## src/rtl/core/ger_pkg.sv

```systemverilog
// shared types and constants for the group echo replicator
// no dependencies; imported by ger_cell, ger_ctrl and the top level
`default_nettype none

package ger_pkg;

  localparam int AddrW   = 32;
  localparam int PortW   = 16;
  localparam int TimeW   = 32;
  localparam int CfgW    = 32;
  localparam int CfgIdxW = 2;

  // mode register values; the undefined code behaves as the timeout mode
  localparam logic [1:0] MODE_INFINITE = 2'd0;
  localparam logic [1:0] MODE_SINGLE   = 2'd1;

  localparam logic FUNC_PACKET = 1'b0;
  localparam logic FUNC_JOIN   = 1'b1;

  typedef enum logic [CfgIdxW-1:0] {
    CFG_MODE        = 2'd0,
    CFG_ECHO_PORT   = 2'd1,
    CFG_TIMEOUT     = 2'd2,
    CFG_ECHO_CLIENT = 2'd3
  } cfg_idx_t;

  typedef enum logic [2:0] {
    ST_IDLE,
    ST_MATCH,
    ST_SCAN,
    ST_SINGLE,
    ST_FLUSH
  } state_t;

  typedef struct packed {
    logic             func;
    logic [AddrW-1:0] src_addr;
    logic [PortW-1:0] src_port;
    logic [TimeW-1:0] now_time;
  } in_word_t;

  typedef struct packed {
    logic [AddrW-1:0] dest_addr;
    logic [PortW-1:0] dest_port;
    logic             last;
  } out_word_t;

  // broadcast from the controller to every cell
  typedef struct packed {
    logic             adv;
    logic             capture;
    logic             kill;
    logic             is_join;
    logic             aging;
    logic             skip_src;
    logic [TimeW-1:0] timeout;
    logic [TimeW-1:0] now_time;
    logic [AddrW-1:0] src_addr;
    logic [PortW-1:0] src_port;
  } cell_cmd_t;

  // per cell answer, zero unless the cell holds the token (match aside)
  typedef struct packed {
    logic             match;
    logic             cand;
    logic [AddrW-1:0] addr;
    logic [PortW-1:0] port;
  } cell_rsp_t;

  // link between neighboring cells
  typedef struct packed {
    logic tok;
    logic need;
  } link_t;

endpackage

`default_nettype wire

```

## src/rtl/core/ger_stream_if.sv

```systemverilog
// valid/ready stream interface carrying one word of a package type
// word type is supplied by the instantiating testbench or parent
`default_nettype none

interface ger_stream_if #(
  parameter type word_t = logic
) ();
  logic  valid;
  logic  ready;
  word_t data;

  modport source (output valid, output data, input ready);
  modport sink   (input valid, input data, output ready);
endinterface

`default_nettype wire

```

## src/rtl/core/ger_cell.sv

```systemverilog
// one table slot: endpoint, stamp, valid bit and the scan token
// depends on ger_pkg
`default_nettype none

module ger_cell (
  input  wire logic              clk,
  input  wire logic              rst_n,
  input  wire ger_pkg::cell_cmd_t cmd,
  input  wire ger_pkg::link_t     link_in,
  output ger_pkg::link_t          link_out,
  output ger_pkg::cell_rsp_t      rsp
);
  import ger_pkg::*;

  logic             valid_r;
  logic             tok_r;
  logic             need_r;
  logic             match_r;
  logic [AddrW-1:0] addr_r;
  logic [PortW-1:0] port_r;
  logic [TimeW-1:0] stamp_r;

  logic             hit;
  logic             ins;
  logic             is_src;
  logic             v_lrn;
  logic [AddrW-1:0] addr_lrn;
  logic [PortW-1:0] port_lrn;
  logic [TimeW-1:0] stamp_lrn;
  logic [TimeW-1:0] age;
  logic             expire;
  logic             serve;

  always_comb begin
    hit       = valid_r && (addr_r == cmd.src_addr) && (port_r == cmd.src_port);
    // first free slot reached while the source is still unplaced takes it
    ins       = need_r && !valid_r;
    is_src    = match_r || ins;
    v_lrn     = valid_r || ins;
    addr_lrn  = ins ? cmd.src_addr : addr_r;
    port_lrn  = ins ? cmd.src_port : port_r;
    stamp_lrn = is_src ? cmd.now_time : stamp_r;
    age       = cmd.now_time - stamp_lrn;
    expire    = cmd.aging && (age >= cmd.timeout);
    serve     = v_lrn && !cmd.is_join && !(cmd.skip_src && is_src);

    link_out.tok  = tok_r;
    link_out.need = need_r && valid_r;

    rsp.match = hit;
    rsp.cand  = tok_r && serve && !expire;
    rsp.addr  = tok_r ? addr_lrn : '0;
    rsp.port  = tok_r ? port_lrn : '0;
  end

  always_ff @(posedge clk) begin
    if (!rst_n) begin
      valid_r <= 1'b0;
      tok_r   <= 1'b0;
      need_r  <= 1'b0;
    end else begin
      if (cmd.adv) begin
        tok_r  <= link_in.tok;
        need_r <= link_in.need;
      end
      if (tok_r && cmd.adv) begin
        valid_r <= v_lrn && !(serve && expire);
      end else if (cmd.kill && match_r) begin
        valid_r <= 1'b0;
      end
    end
  end

  always_ff @(posedge clk) begin
    if (cmd.capture) begin
      match_r <= hit;
    end
    if (tok_r && cmd.adv) begin
      addr_r  <= addr_lrn;
      port_r  <= port_lrn;
      stamp_r <= stamp_lrn;
    end
  end

endmodule

`default_nettype wire

```

## src/rtl/core/ger_ctrl.sv

```systemverilog
// sequencer: config registers, input capture, token launch and result buffering
// depends on ger_pkg and ger_stream_if
`default_nettype none

module ger_ctrl #(
  parameter int TABLE_DEPTH = 16
) (
  input  wire logic                    clk,
  input  wire logic                    rst_n,
  ger_stream_if.sink                   in_ch,
  ger_stream_if.source                 out_ch,
  input  wire logic                    cfg_we,
  input  wire logic [ger_pkg::CfgIdxW-1:0] cfg_index,
  input  wire logic [ger_pkg::CfgW-1:0]    cfg_data,
  input  wire ger_pkg::cell_rsp_t      rsp [TABLE_DEPTH],
  input  wire ger_pkg::link_t          tail,
  output ger_pkg::cell_cmd_t           cmd,
  output ger_pkg::link_t               head
);
  import ger_pkg::*;

  state_t           state_r, state_nxt;
  in_word_t         src_r, src_nxt;
  logic [1:0]       mode_r;
  logic [PortW-1:0] echo_port_r;
  logic [TimeW-1:0] timeout_r;
  logic             echo_client_r;

  logic             pend_v_r, pend_v_nxt;
  logic [AddrW-1:0] pend_addr_r, pend_addr_nxt;
  logic [PortW-1:0] pend_port_r, pend_port_nxt;
  logic             out_v_r, out_v_nxt;
  out_word_t        out_word_r, out_word_nxt;

  logic             hit_any;
  logic             cand_any;
  logic [AddrW-1:0] cand_addr;
  logic [PortW-1:0] cand_port;
  logic             out_free;
  logic             need_push;
  logic             step;

  // only the token holder drives nonzero cand, addr and port; any cell may raise match
  always_comb begin
    hit_any   = 1'b0;
    cand_any  = 1'b0;
    cand_addr = '0;
    cand_port = '0;
    for (int i = 0; i < TABLE_DEPTH; i++) begin
      hit_any   = hit_any | rsp[i].match;
      cand_any  = cand_any | rsp[i].cand;
      cand_addr = cand_addr | rsp[i].addr;
      cand_port = cand_port | rsp[i].port;
    end
  end

  function automatic logic [PortW-1:0] sel_port(input logic [PortW-1:0] ep,
                                                input logic [PortW-1:0] own);
    sel_port = (ep != '0) ? ep : own;
  endfunction

  assign out_free  = !out_v_r || out_ch.ready;
  assign need_push = cand_any && pend_v_r;
  assign step      = !need_push || out_free;

  always_comb begin
    state_nxt     = state_r;
    src_nxt       = src_r;
    pend_v_nxt    = pend_v_r;
    pend_addr_nxt = pend_addr_r;
    pend_port_nxt = pend_port_r;
    out_v_nxt     = out_v_r && !out_ch.ready;
    out_word_nxt  = out_word_r;
    in_ch.ready   = 1'b0;
    head.tok      = 1'b0;
    head.need     = !hit_any;

    cmd.adv      = 1'b0;
    cmd.capture  = 1'b0;
    cmd.kill     = 1'b0;
    cmd.is_join  = (src_r.func == FUNC_JOIN);
    cmd.aging    = (mode_r != MODE_INFINITE);
    cmd.skip_src = !echo_client_r;
    cmd.timeout  = timeout_r;
    cmd.now_time = src_r.now_time;
    cmd.src_addr = src_r.src_addr;
    cmd.src_port = src_r.src_port;

    unique case (state_r)
      ST_IDLE: begin
        in_ch.ready = 1'b1;
        if (in_ch.valid) begin
          src_nxt   = in_ch.data;
          state_nxt = ST_MATCH;
        end
      end
      ST_MATCH: begin
        cmd.capture = 1'b1;
        cmd.adv     = 1'b1;
        if (src_r.func == FUNC_PACKET && mode_r == MODE_SINGLE) begin
          state_nxt = ST_SINGLE;
        end else begin
          head.tok  = 1'b1;
          state_nxt = ST_SCAN;
        end
      end
      ST_SINGLE: begin
        // learn then drop nets out to removing a hit entry
        if (!echo_client_r) begin
          cmd.kill  = 1'b1;
          state_nxt = ST_IDLE;
        end else if (out_free) begin
          cmd.kill               = 1'b1;
          out_v_nxt              = 1'b1;
          out_word_nxt.dest_addr = src_r.src_addr;
          out_word_nxt.dest_port = sel_port(echo_port_r, src_r.src_port);
          out_word_nxt.last      = 1'b1;
          state_nxt              = ST_IDLE;
        end
      end
      ST_SCAN: begin
        // one destination is held back until the next shows whether it is last
        cmd.adv = step;
        if (step) begin
          if (need_push) begin
            out_v_nxt              = 1'b1;
            out_word_nxt.dest_addr = pend_addr_r;
            out_word_nxt.dest_port = pend_port_r;
            out_word_nxt.last      = 1'b0;
          end
          if (cand_any) begin
            pend_v_nxt    = 1'b1;
            pend_addr_nxt = cand_addr;
            pend_port_nxt = sel_port(echo_port_r, cand_port);
          end
          if (tail.tok) begin
            state_nxt = ST_FLUSH;
          end
        end
      end
      ST_FLUSH: begin
        if (!pend_v_r) begin
          state_nxt = ST_IDLE;
        end else if (out_free) begin
          out_v_nxt              = 1'b1;
          out_word_nxt.dest_addr = pend_addr_r;
          out_word_nxt.dest_port = pend_port_r;
          out_word_nxt.last      = 1'b1;
          pend_v_nxt             = 1'b0;
          state_nxt              = ST_IDLE;
        end
      end
      default: begin
        state_nxt = ST_IDLE;
      end
    endcase
  end

  always_ff @(posedge clk) begin
    if (!rst_n) begin
      state_r <= ST_IDLE;
    end else begin
      state_r <= state_nxt;
    end
  end

  always_ff @(posedge clk) begin
    if (!rst_n) begin
      pend_v_r      <= 1'b0;
      out_v_r       <= 1'b0;
      mode_r        <= MODE_SINGLE;
      echo_port_r   <= '0;
      timeout_r     <= '0;
      echo_client_r <= 1'b1;
    end else begin
      pend_v_r <= pend_v_nxt;
      out_v_r  <= out_v_nxt;
      if (cfg_we) begin
        unique case (cfg_idx_t'(cfg_index))
          CFG_MODE:        mode_r        <= cfg_data[1:0];
          CFG_ECHO_PORT:   echo_port_r   <= cfg_data[PortW-1:0];
          CFG_TIMEOUT:     timeout_r     <= cfg_data[TimeW-1:0];
          CFG_ECHO_CLIENT: echo_client_r <= cfg_data[0];
          default: begin
          end
        endcase
      end
    end
  end

  always_ff @(posedge clk) begin
    src_r       <= src_nxt;
    pend_addr_r <= pend_addr_nxt;
    pend_port_r <= pend_port_nxt;
    out_word_r  <= out_word_nxt;
  end

  assign out_ch.valid = out_v_r;
  assign out_ch.data  = out_word_r;

endmodule

`default_nettype wire

```

## src/rtl/core/group_echo_replicator.sv

```systemverilog
// top level: sequencer plus a chain of table cells passing a scan token
// depends on ger_pkg, ger_stream_if, ger_cell and ger_ctrl
//
//   port     dir    handshake      word
//   in_ch    sink   valid/ready    func, src_addr, src_port, now_time
//   out_ch   source valid/ready    dest_addr, dest_port, last
//   cfg_*    in     cfg_we         cfg_index, cfg_data
//
// a join or group-mode packet steps through capture, parallel endpoint compare,
// and one cell per cycle as the token walks the chain, then the held last
// destination is released. a single-mode packet steps through capture, compare
// and removal of a hit entry. the token halts while out_ch stalls.
// synchronous reset empties the table at once; config writes are taken any time.
`default_nettype none

module group_echo_replicator #(
  parameter int TABLE_DEPTH = 16
) (
  input  wire logic                        clk,
  input  wire logic                        rst_n,
  ger_stream_if.sink                       in_ch,
  ger_stream_if.source                     out_ch,
  input  wire logic                        cfg_we,
  input  wire logic [ger_pkg::CfgIdxW-1:0] cfg_index,
  input  wire logic [ger_pkg::CfgW-1:0]    cfg_data
);
  import ger_pkg::*;

  cell_cmd_t cmd;
  cell_rsp_t rsp [TABLE_DEPTH];
  link_t     link [TABLE_DEPTH+1];

  ger_ctrl #(
    .TABLE_DEPTH (TABLE_DEPTH)
  ) u_ctrl (
    .clk       (clk),
    .rst_n     (rst_n),
    .in_ch     (in_ch),
    .out_ch    (out_ch),
    .cfg_we    (cfg_we),
    .cfg_index (cfg_index),
    .cfg_data  (cfg_data),
    .rsp       (rsp),
    .tail      (link[TABLE_DEPTH]),
    .cmd       (cmd),
    .head      (link[0])
  );

  // link[i] feeds cell i; link[i+1] shows what cell i holds now
  for (genvar i = 0; i < TABLE_DEPTH; i++) begin : g_cell
    ger_cell u_cell (
      .clk      (clk),
      .rst_n    (rst_n),
      .cmd      (cmd),
      .link_in  (link[i]),
      .link_out (link[i+1]),
      .rsp      (rsp[i])
    );
  end

endmodule

`default_nettype wire
```

## src/flat_wrapper.sv

```systemverilog
// flat-port wrapper written by rule: the top's interface ports become plain ports
module group_echo_replicator_flat import ger_pkg::*;
#(
  parameter int TABLE_DEPTH = 16
)
  (clk, rst_n, cfg_we, cfg_index, cfg_data, in_ch_valid, in_ch_data, in_ch_ready, out_ch_valid, out_ch_data, out_ch_ready);
  ger_stream_if in_ch_i ();
  ger_stream_if out_ch_i ();
  input  wire logic clk;
  input  wire logic rst_n;
  input  wire logic cfg_we;
  input  wire logic [ger_pkg::CfgIdxW-1:0] cfg_index;
  input  wire logic [ger_pkg::CfgW-1:0] cfg_data;
  input wire logic [$bits(in_ch_i.valid)-1:0] in_ch_valid;
  input wire logic [$bits(in_ch_i.data)-1:0] in_ch_data;
  output wire logic [$bits(in_ch_i.ready)-1:0] in_ch_ready;
  output wire logic [$bits(out_ch_i.valid)-1:0] out_ch_valid;
  output wire logic [$bits(out_ch_i.data)-1:0] out_ch_data;
  input wire logic [$bits(out_ch_i.ready)-1:0] out_ch_ready;
  assign in_ch_i.valid = in_ch_valid;
  assign in_ch_i.data = in_ch_data;
  assign in_ch_ready = in_ch_i.ready;
  assign out_ch_valid = out_ch_i.valid;
  assign out_ch_data = out_ch_i.data;
  assign out_ch_i.ready = out_ch_ready;
  group_echo_replicator #(.TABLE_DEPTH(TABLE_DEPTH)) u_core (.clk(clk), .rst_n(rst_n), .in_ch(in_ch_i), .out_ch(out_ch_i), .cfg_we(cfg_we), .cfg_index(cfg_index), .cfg_data(cfg_data));
endmodule
```

## config.mk

```make
export PLATFORM = sky130hd
export DESIGN_NAME = group_echo_replicator_flat
export DESIGN_NICKNAME = d
export VERILOG_FILES = /design/src/rtl/core/ger_pkg.sv /design/src/rtl/core/ger_stream_if.sv /design/src/rtl/core/ger_cell.sv /design/src/rtl/core/ger_ctrl.sv /design/src/rtl/core/group_echo_replicator.sv /design/src/flat_wrapper.sv
export SDC_FILE = /design/constraint.sdc
export NUM_CORES = 2
export LEC_CHECK = 0
export BUFFER_PORTS_ARGS = -buffer_cell sky130_fd_sc_hd__buf_2
export CAP_MARGIN = 20
export CORE_UTILIZATION = 45
export DETAILED_ROUTE_END_ITERATION = 12
export MAX_ROUTING_LAYER = met4
export PLACE_DENSITY_LB_ADDON = 0.2
export SYNTH_ARGS = -nofsm -noshare
export SYNTH_HDL_FRONTEND = slang
export SYNTH_HIERARCHICAL = 1
export SYNTH_SLANG_ARGS = --single-unit
```

## constraint.sdc

```tcl
create_clock -name clk -period 11.3 [get_ports clk]
set_input_delay 1.695 -clock clk [delete_from_list [all_inputs] [get_ports clk]]
set_output_delay 1.695 -clock clk [all_outputs]
set_load 0.01 [all_outputs]
```

; ---- Yosys cells after proc, flatten, opt, wreduce, memory -nomap -nowiden
; Index checks and enable logic that the tools add are counted.
[word_totals]
regBits = 1386
input_bits = 40
output_inout_bits = 3
elab_cells = 684
[op_classes]
n_addsub = 16
magnitude_cmp = 16
n_eq_ne = 16
mux = 114
bitwise_logic = 30
n_reduce_logical = 372
[op_table]
columns = operator, count
row1 = $mux W32, 32
row2 = $ge A32 B32 Y1, 16
row3 = $logic_not A32 Y1, 16
row4 = $sub A1 B32 Y32, 16
row5 = $logic_not A16 Y1, 16
row6 = $mux W16, 16
row7 = $logic_and A1 B1 Y1, 209
row8 = $logic_not A1 Y1, 69
row9 = $mux W1, 55
row10 = $reduce_bool A2 Y1, 18
row11 = $logic_or A1 B1 Y1, 34
row12 = $or A1 B1 Y1, 30
row13 = $mux W3, 6
row14 = $ne A2 B2 Y1 const B, 9
row15 = $pmux W3 S5, 1
row16 = $reduce_and A2 Y1, 4
row17 = $reduce_and A7 Y1, 1
row18 = $eq A3 B2 Y1 const B, 2
row19 = $pmux W1 S3, 2
row20 = $reduce_and A3 Y1, 2
row21 = $eq A2 B2 Y1 const B, 2
row22 = $pmux W1 S2, 2
row23 = $eq A3 B1 Y1 const B, 1
row24 = $eq A3 B3 Y1 const B, 1
row25 = 4 further kinds, 4

; ---- Depth between registers and ports, before layout
[depth]
word_depth = 30
depth_mapped = 35

; ---- Modules after synthesis
; The synthesis kept the hierarchy.
[by_module_without_submodules]
columns = mod, instances, cells_each, area_per_inst_um2, seq_area_each_um2
row1 = ger_cell at u_core.g_cell[0].u_cell ..., 9, 829, 7109.3, 2492.4
row2 = ger_cell at u_core.g_cell[4].u_cell ..., 5, 735, 7110.6, 2492.4
row3 = ger_cell at u_core.g_cell[9].u_cell, 1, 874, 7493.4, 2492.4
row4 = ger_cell at u_core.g_cell[3].u_cell, 1, 721, 7105.6, 2492.4
row5 = ger_ctrl, 1, 302, 2471.1, 860.8

; ---- Worst setup path after synthesis
; No wires, ideal clock.
[synth_timing]
path_type = flip-flop to flip-flop
from = register u_core.g_cell[3].u_cell.need_r
to = register u_core.g_cell[9].u_cell.valid_r
arrival_ns = 9.080
required_time_ns = 11.219
path_slack_ns = 2.139
stages_incl_launch_ff = 32
path_buffers = 2
period_less_slack_ns = 9.161
cell_sequence = dfxtp_1 > or2b_1 > nand2_1 > buf_1 > clkbuf_1 > mux2i_1 > ha_1 > o311ai_0 > o211ai_1 > o31a_1 > o21ai_2 > o211ai_2 > a31oi_1 > o21ai_1 > xor2_1 > ha_1 > nand4_1 > or2_2 > or3_1 > nor2_1 > o311a_1 > o21ai_1 > and4b_1 > nor4_2 > nand4_1 > a31o_1 > nand2_1 > nand2_1 > inv_1 > a22o_1 > nand3_1 > a41oi_1
[synth_lines]
columns = item, line
row1 = from (decl), ger_cell.sv:17  ; logic need_r;
row2 = from (signal assigned), ger_cell.sv:64  ; need_r <= link_in.need;
row3 = to (signal assigned), ger_cell.sv:67  ; valid_r <= v_lrn && !(serve && expire);
row4 = to (decl), ger_cell.sv:15  ; logic valid_r;

==> parameters.txt <==
Parameter                              Value

Power
  Switching Share ... around a third
  Worst ir drop on vdd ... approximately 0.12 mV
  Final Power ... 15.60 mW
  Leakage power figure ... approximately 46 nW
  Share of power burned in combinational logic ... between 20% and 30%
  Power per cell area ... ~130 nW/um2
  Switching power of the nets ... a little over 5 mW
  Fraction of power consumed by the clock network ... between 30 and 40%
  Sequential Power Share ... between 30% and 40%
  Internal portion of total power ... around 11 mW

Global routing
  First-pass GRT wire length ... 559,300 um
  Number of antenna violations at the first check in global routing ... 16
  Overflow left after global routing ... 0
  Tot GR Track Use ... approximately 31%
  Pin count of the biggest net entering global routing ... 85
  Number of global-route vias before repair ... between 80,000 and 90,000

Floorplan
  Horiz. Die Dim ... about 500 um
  Placeable core region ... roughly 250,000 um2
  Standard-cell row count ... 182
  Die ar. ... between 200,000 and 250,000 um2
  Initial standard-cell utilization of the core ... between 40% and 50%
  Number of I/O pins ... between 40 and 50
  Die height ... 499.9 um

STA
  Worst slack on hold paths ... 0.5385 ns
  Unrepaired setup endpoints after global routing ... false
  Worst slew pin tran ... between 1 and 1.5 ns
  Final worst slack ... around 1.7 ns
  Setup TNS ... 0 ns
  Relative slew margins ... approximately 17%
  Max Clock Freq ... about 0.10 GHz
  Final number of setup-violating endpoints ... 0
  Slew Limit Fails ... 0
  Setup clock skew after layout ... approximately 0.056 ns
  Final critical-path share of the clock period ... 85.21%
  Final count of hold timing violations ... 0
  Period minus WS final ... approximately 9.6 ns

CTS
  Clock-pin slew reported for the worst setup and hold paths after clock tree synthesis ... 0.06 ns
  Number of sinks driven by the clock tree ... around 1,400
  Resize count post-CTS ... 0
  Bufs on Longest Clock Path ... 3
  Root buf cell ... clkbuf_16
  Post-CTS repair timing setup buffer count ... 0
  Clock tree from TritonCTS ... done
  Hold_buf cts ... 0
  Number of CTS-inserted buffers ... approximately 170
  Worst-skew pair later-pin latency ... about 0.86 ns
  H-Tree Depth ... 4

Drt
  Met1 wire length ... around 160,000 um
  Wirelength, routed ... approximately 380,000 um
  Final routed DRC violation total ... 0
  Wire length per cell ... 24.30 um
  Highest signal layer in the routed design ... met4
  Via total after detailed routing ... just over 90,000
  Final antenna-violating net count ... 0
  Ratio of routed vias to standard cells ... 5.866
  Number of detailed-route iterations in the first pass ... 9
  Met2 Routed Length ... ~170,000 um
  Detail Route met3 WL ... about 24,000 um
  Number of design-rule violations left by the first detailed-router iteration ... roughly 9,600

Final layout
  Area of combinational cells with multiple inputs ... 64,240 um2
  Leading cell type in the layout, fill and taps excluded ... nand2_1
  Fill cell instance count of the final layout ... about 23,000
  Final std cell area, no fill ... ~120,000 um2
  Area grow syn2layout ... 8.492%
  Share of layout cells above drive strength 1 ... under 10%
  Number of nets in the finished design ... between 10,000 and 15,000
  Sequential cell area ... between 40,000 and 50,000 um2
  Commonest cells after routing, fill and taps aside ... nand2_1, edfxtp_1, inv_1

Status
  Run status ... completed

Placed design
  Half-perimeter wire length of the detailed placement result ... roughly 250,000 um
  Worst slack at placement ... just over 2 ns
  Port bufs ... 42
  GP Congestion ... approximately 0.98
  Placed instance area ... about 120,000 um2

Worst hold path
  Startpoint of the worst hold path ... u_core/g_cell[7].u_cell/stamp_r[10]
  Type of the tightest min-delay check ... flop to flop

Synth
  Mean cell area of the mapped netlist ... about 9 um2
  Warnings from Yosys ... 6
  Synth Cell Area ... roughly 110,000 um2
  Cells after synthesis ... 12,200

Worst setup path
  CP Capture Type ... flop
  Kind of start point of the critical path ... flop
  Slowest cell on the critical path ... nor4_2
  Worst setup path class ... flop to flop
  Data required time of the critical path ... 11.81 ns
  Source of the worst register-to-register timing path ... u_core/g_cell[11].u_cell/match_r
  Launch point of the critical path ... u_core/g_cell[11].u_cell/match_r
  Crit Path Max Fanout ... between 40 and 50
  Delay of the slowest cell on the worst path ... around 0.76 ns
  Data arrival at the endpoint of the critical path ... approximately 10 ns

Flow run
  Maximum Capacitance Violations ... 0
## routing by layer
metal | GRT usage [%] | vias up
li1 | - | 43172
met1 | 39.45 | 44617
met2 | 48.62 | 3416
met3 | 3.186 | 692
met4 | 13.14 | 0
met5 | - | -
## through the flow
stage,std cells,utilization [%]
after floorplan,12279,-
final,15667,49.17
after global placement,15350,46.90
after detailed placement,15353,46.92
after global routing,15663,49.16
after CTS,15662,49.16
## registers in the layout (all words and copies together) (netlist names)
signal,flops
u_core/g_cell.u_cell/addr_r,512
u_core/u_ctrl/out_ch.data,1
u_core/g_cell.u_cell/stamp_r,512
u_core/u_ctrl/cmd,1
u_core/g_cell.u_cell/valid_r,16
u_core/g_cell.u_cell/port_r,256
u_core/u_ctrl/mode_r,2
u_core/g_cell.u_cell/need_r,16
u_core/u_ctrl/pend_v_r,1
u_core/u_ctrl/state_r,3
u_core/g_cell.u_cell/tok_r,16
u_core/u_ctrl/timeout_r,32
u_core/u_ctrl/out_ch.valid,1
u_core/g_cell.u_cell/match_r,16
u_core/u_ctrl/echo_client_r,1
## area by class of cell
class,count,area share [%]
antenna,5,0.01034
timing repair buffer,193,1.272
multi-input combinational,9181,53.08
tap,3312,3.424
inverter,1281,3.989
sequential,1386,33.66
clock inverter,98,0.9294
clock buffer,211,3.631
## critical path: cells and delay by family, from the launching register on
kind / cells / cell delay [ns]
AO/OA/AOI/OAI: 8 / 2.45
adder cells (fa/ha/maj): 2 / 0.57
buffers and inverters: 6 / 1.75
flip-flops: 1 / 0.64
multiplexers: 1 / 0.28
AND/OR/NAND/NOR: 11 / 3.42
## power groups by stage
stage                     combinational [mW]  sequential (mW)  clock [mW]
after global routing                    4.90             5.63        5.80
after global placement                  3.94             5.73           0
after CTS                               4.06             5.63        5.62
after detailed placement                4.03             5.73           0
final                                   4.46             5.63        5.51
after floorplan                         3.22             5.72           0
## worst paths after layout
| check | end | slack, ns | depth (start not counted) |
|---|---|---|---|
| max | u_core/g_cell[10].u_cell/addr_r[8] | 1.67 | 28 |
| min | u_core/g_cell[7].u_cell/stamp_r[10] | 0.54 | 2 |
| min reg2reg | u_core/g_cell[7].u_cell/stamp_r[10] | 0.54 | 2 |
| max reg2reg | u_core/g_cell[10].u_cell/addr_r[8] | 1.67 | 28 |
Note: power is estimated with default switching activity, not from simulation.
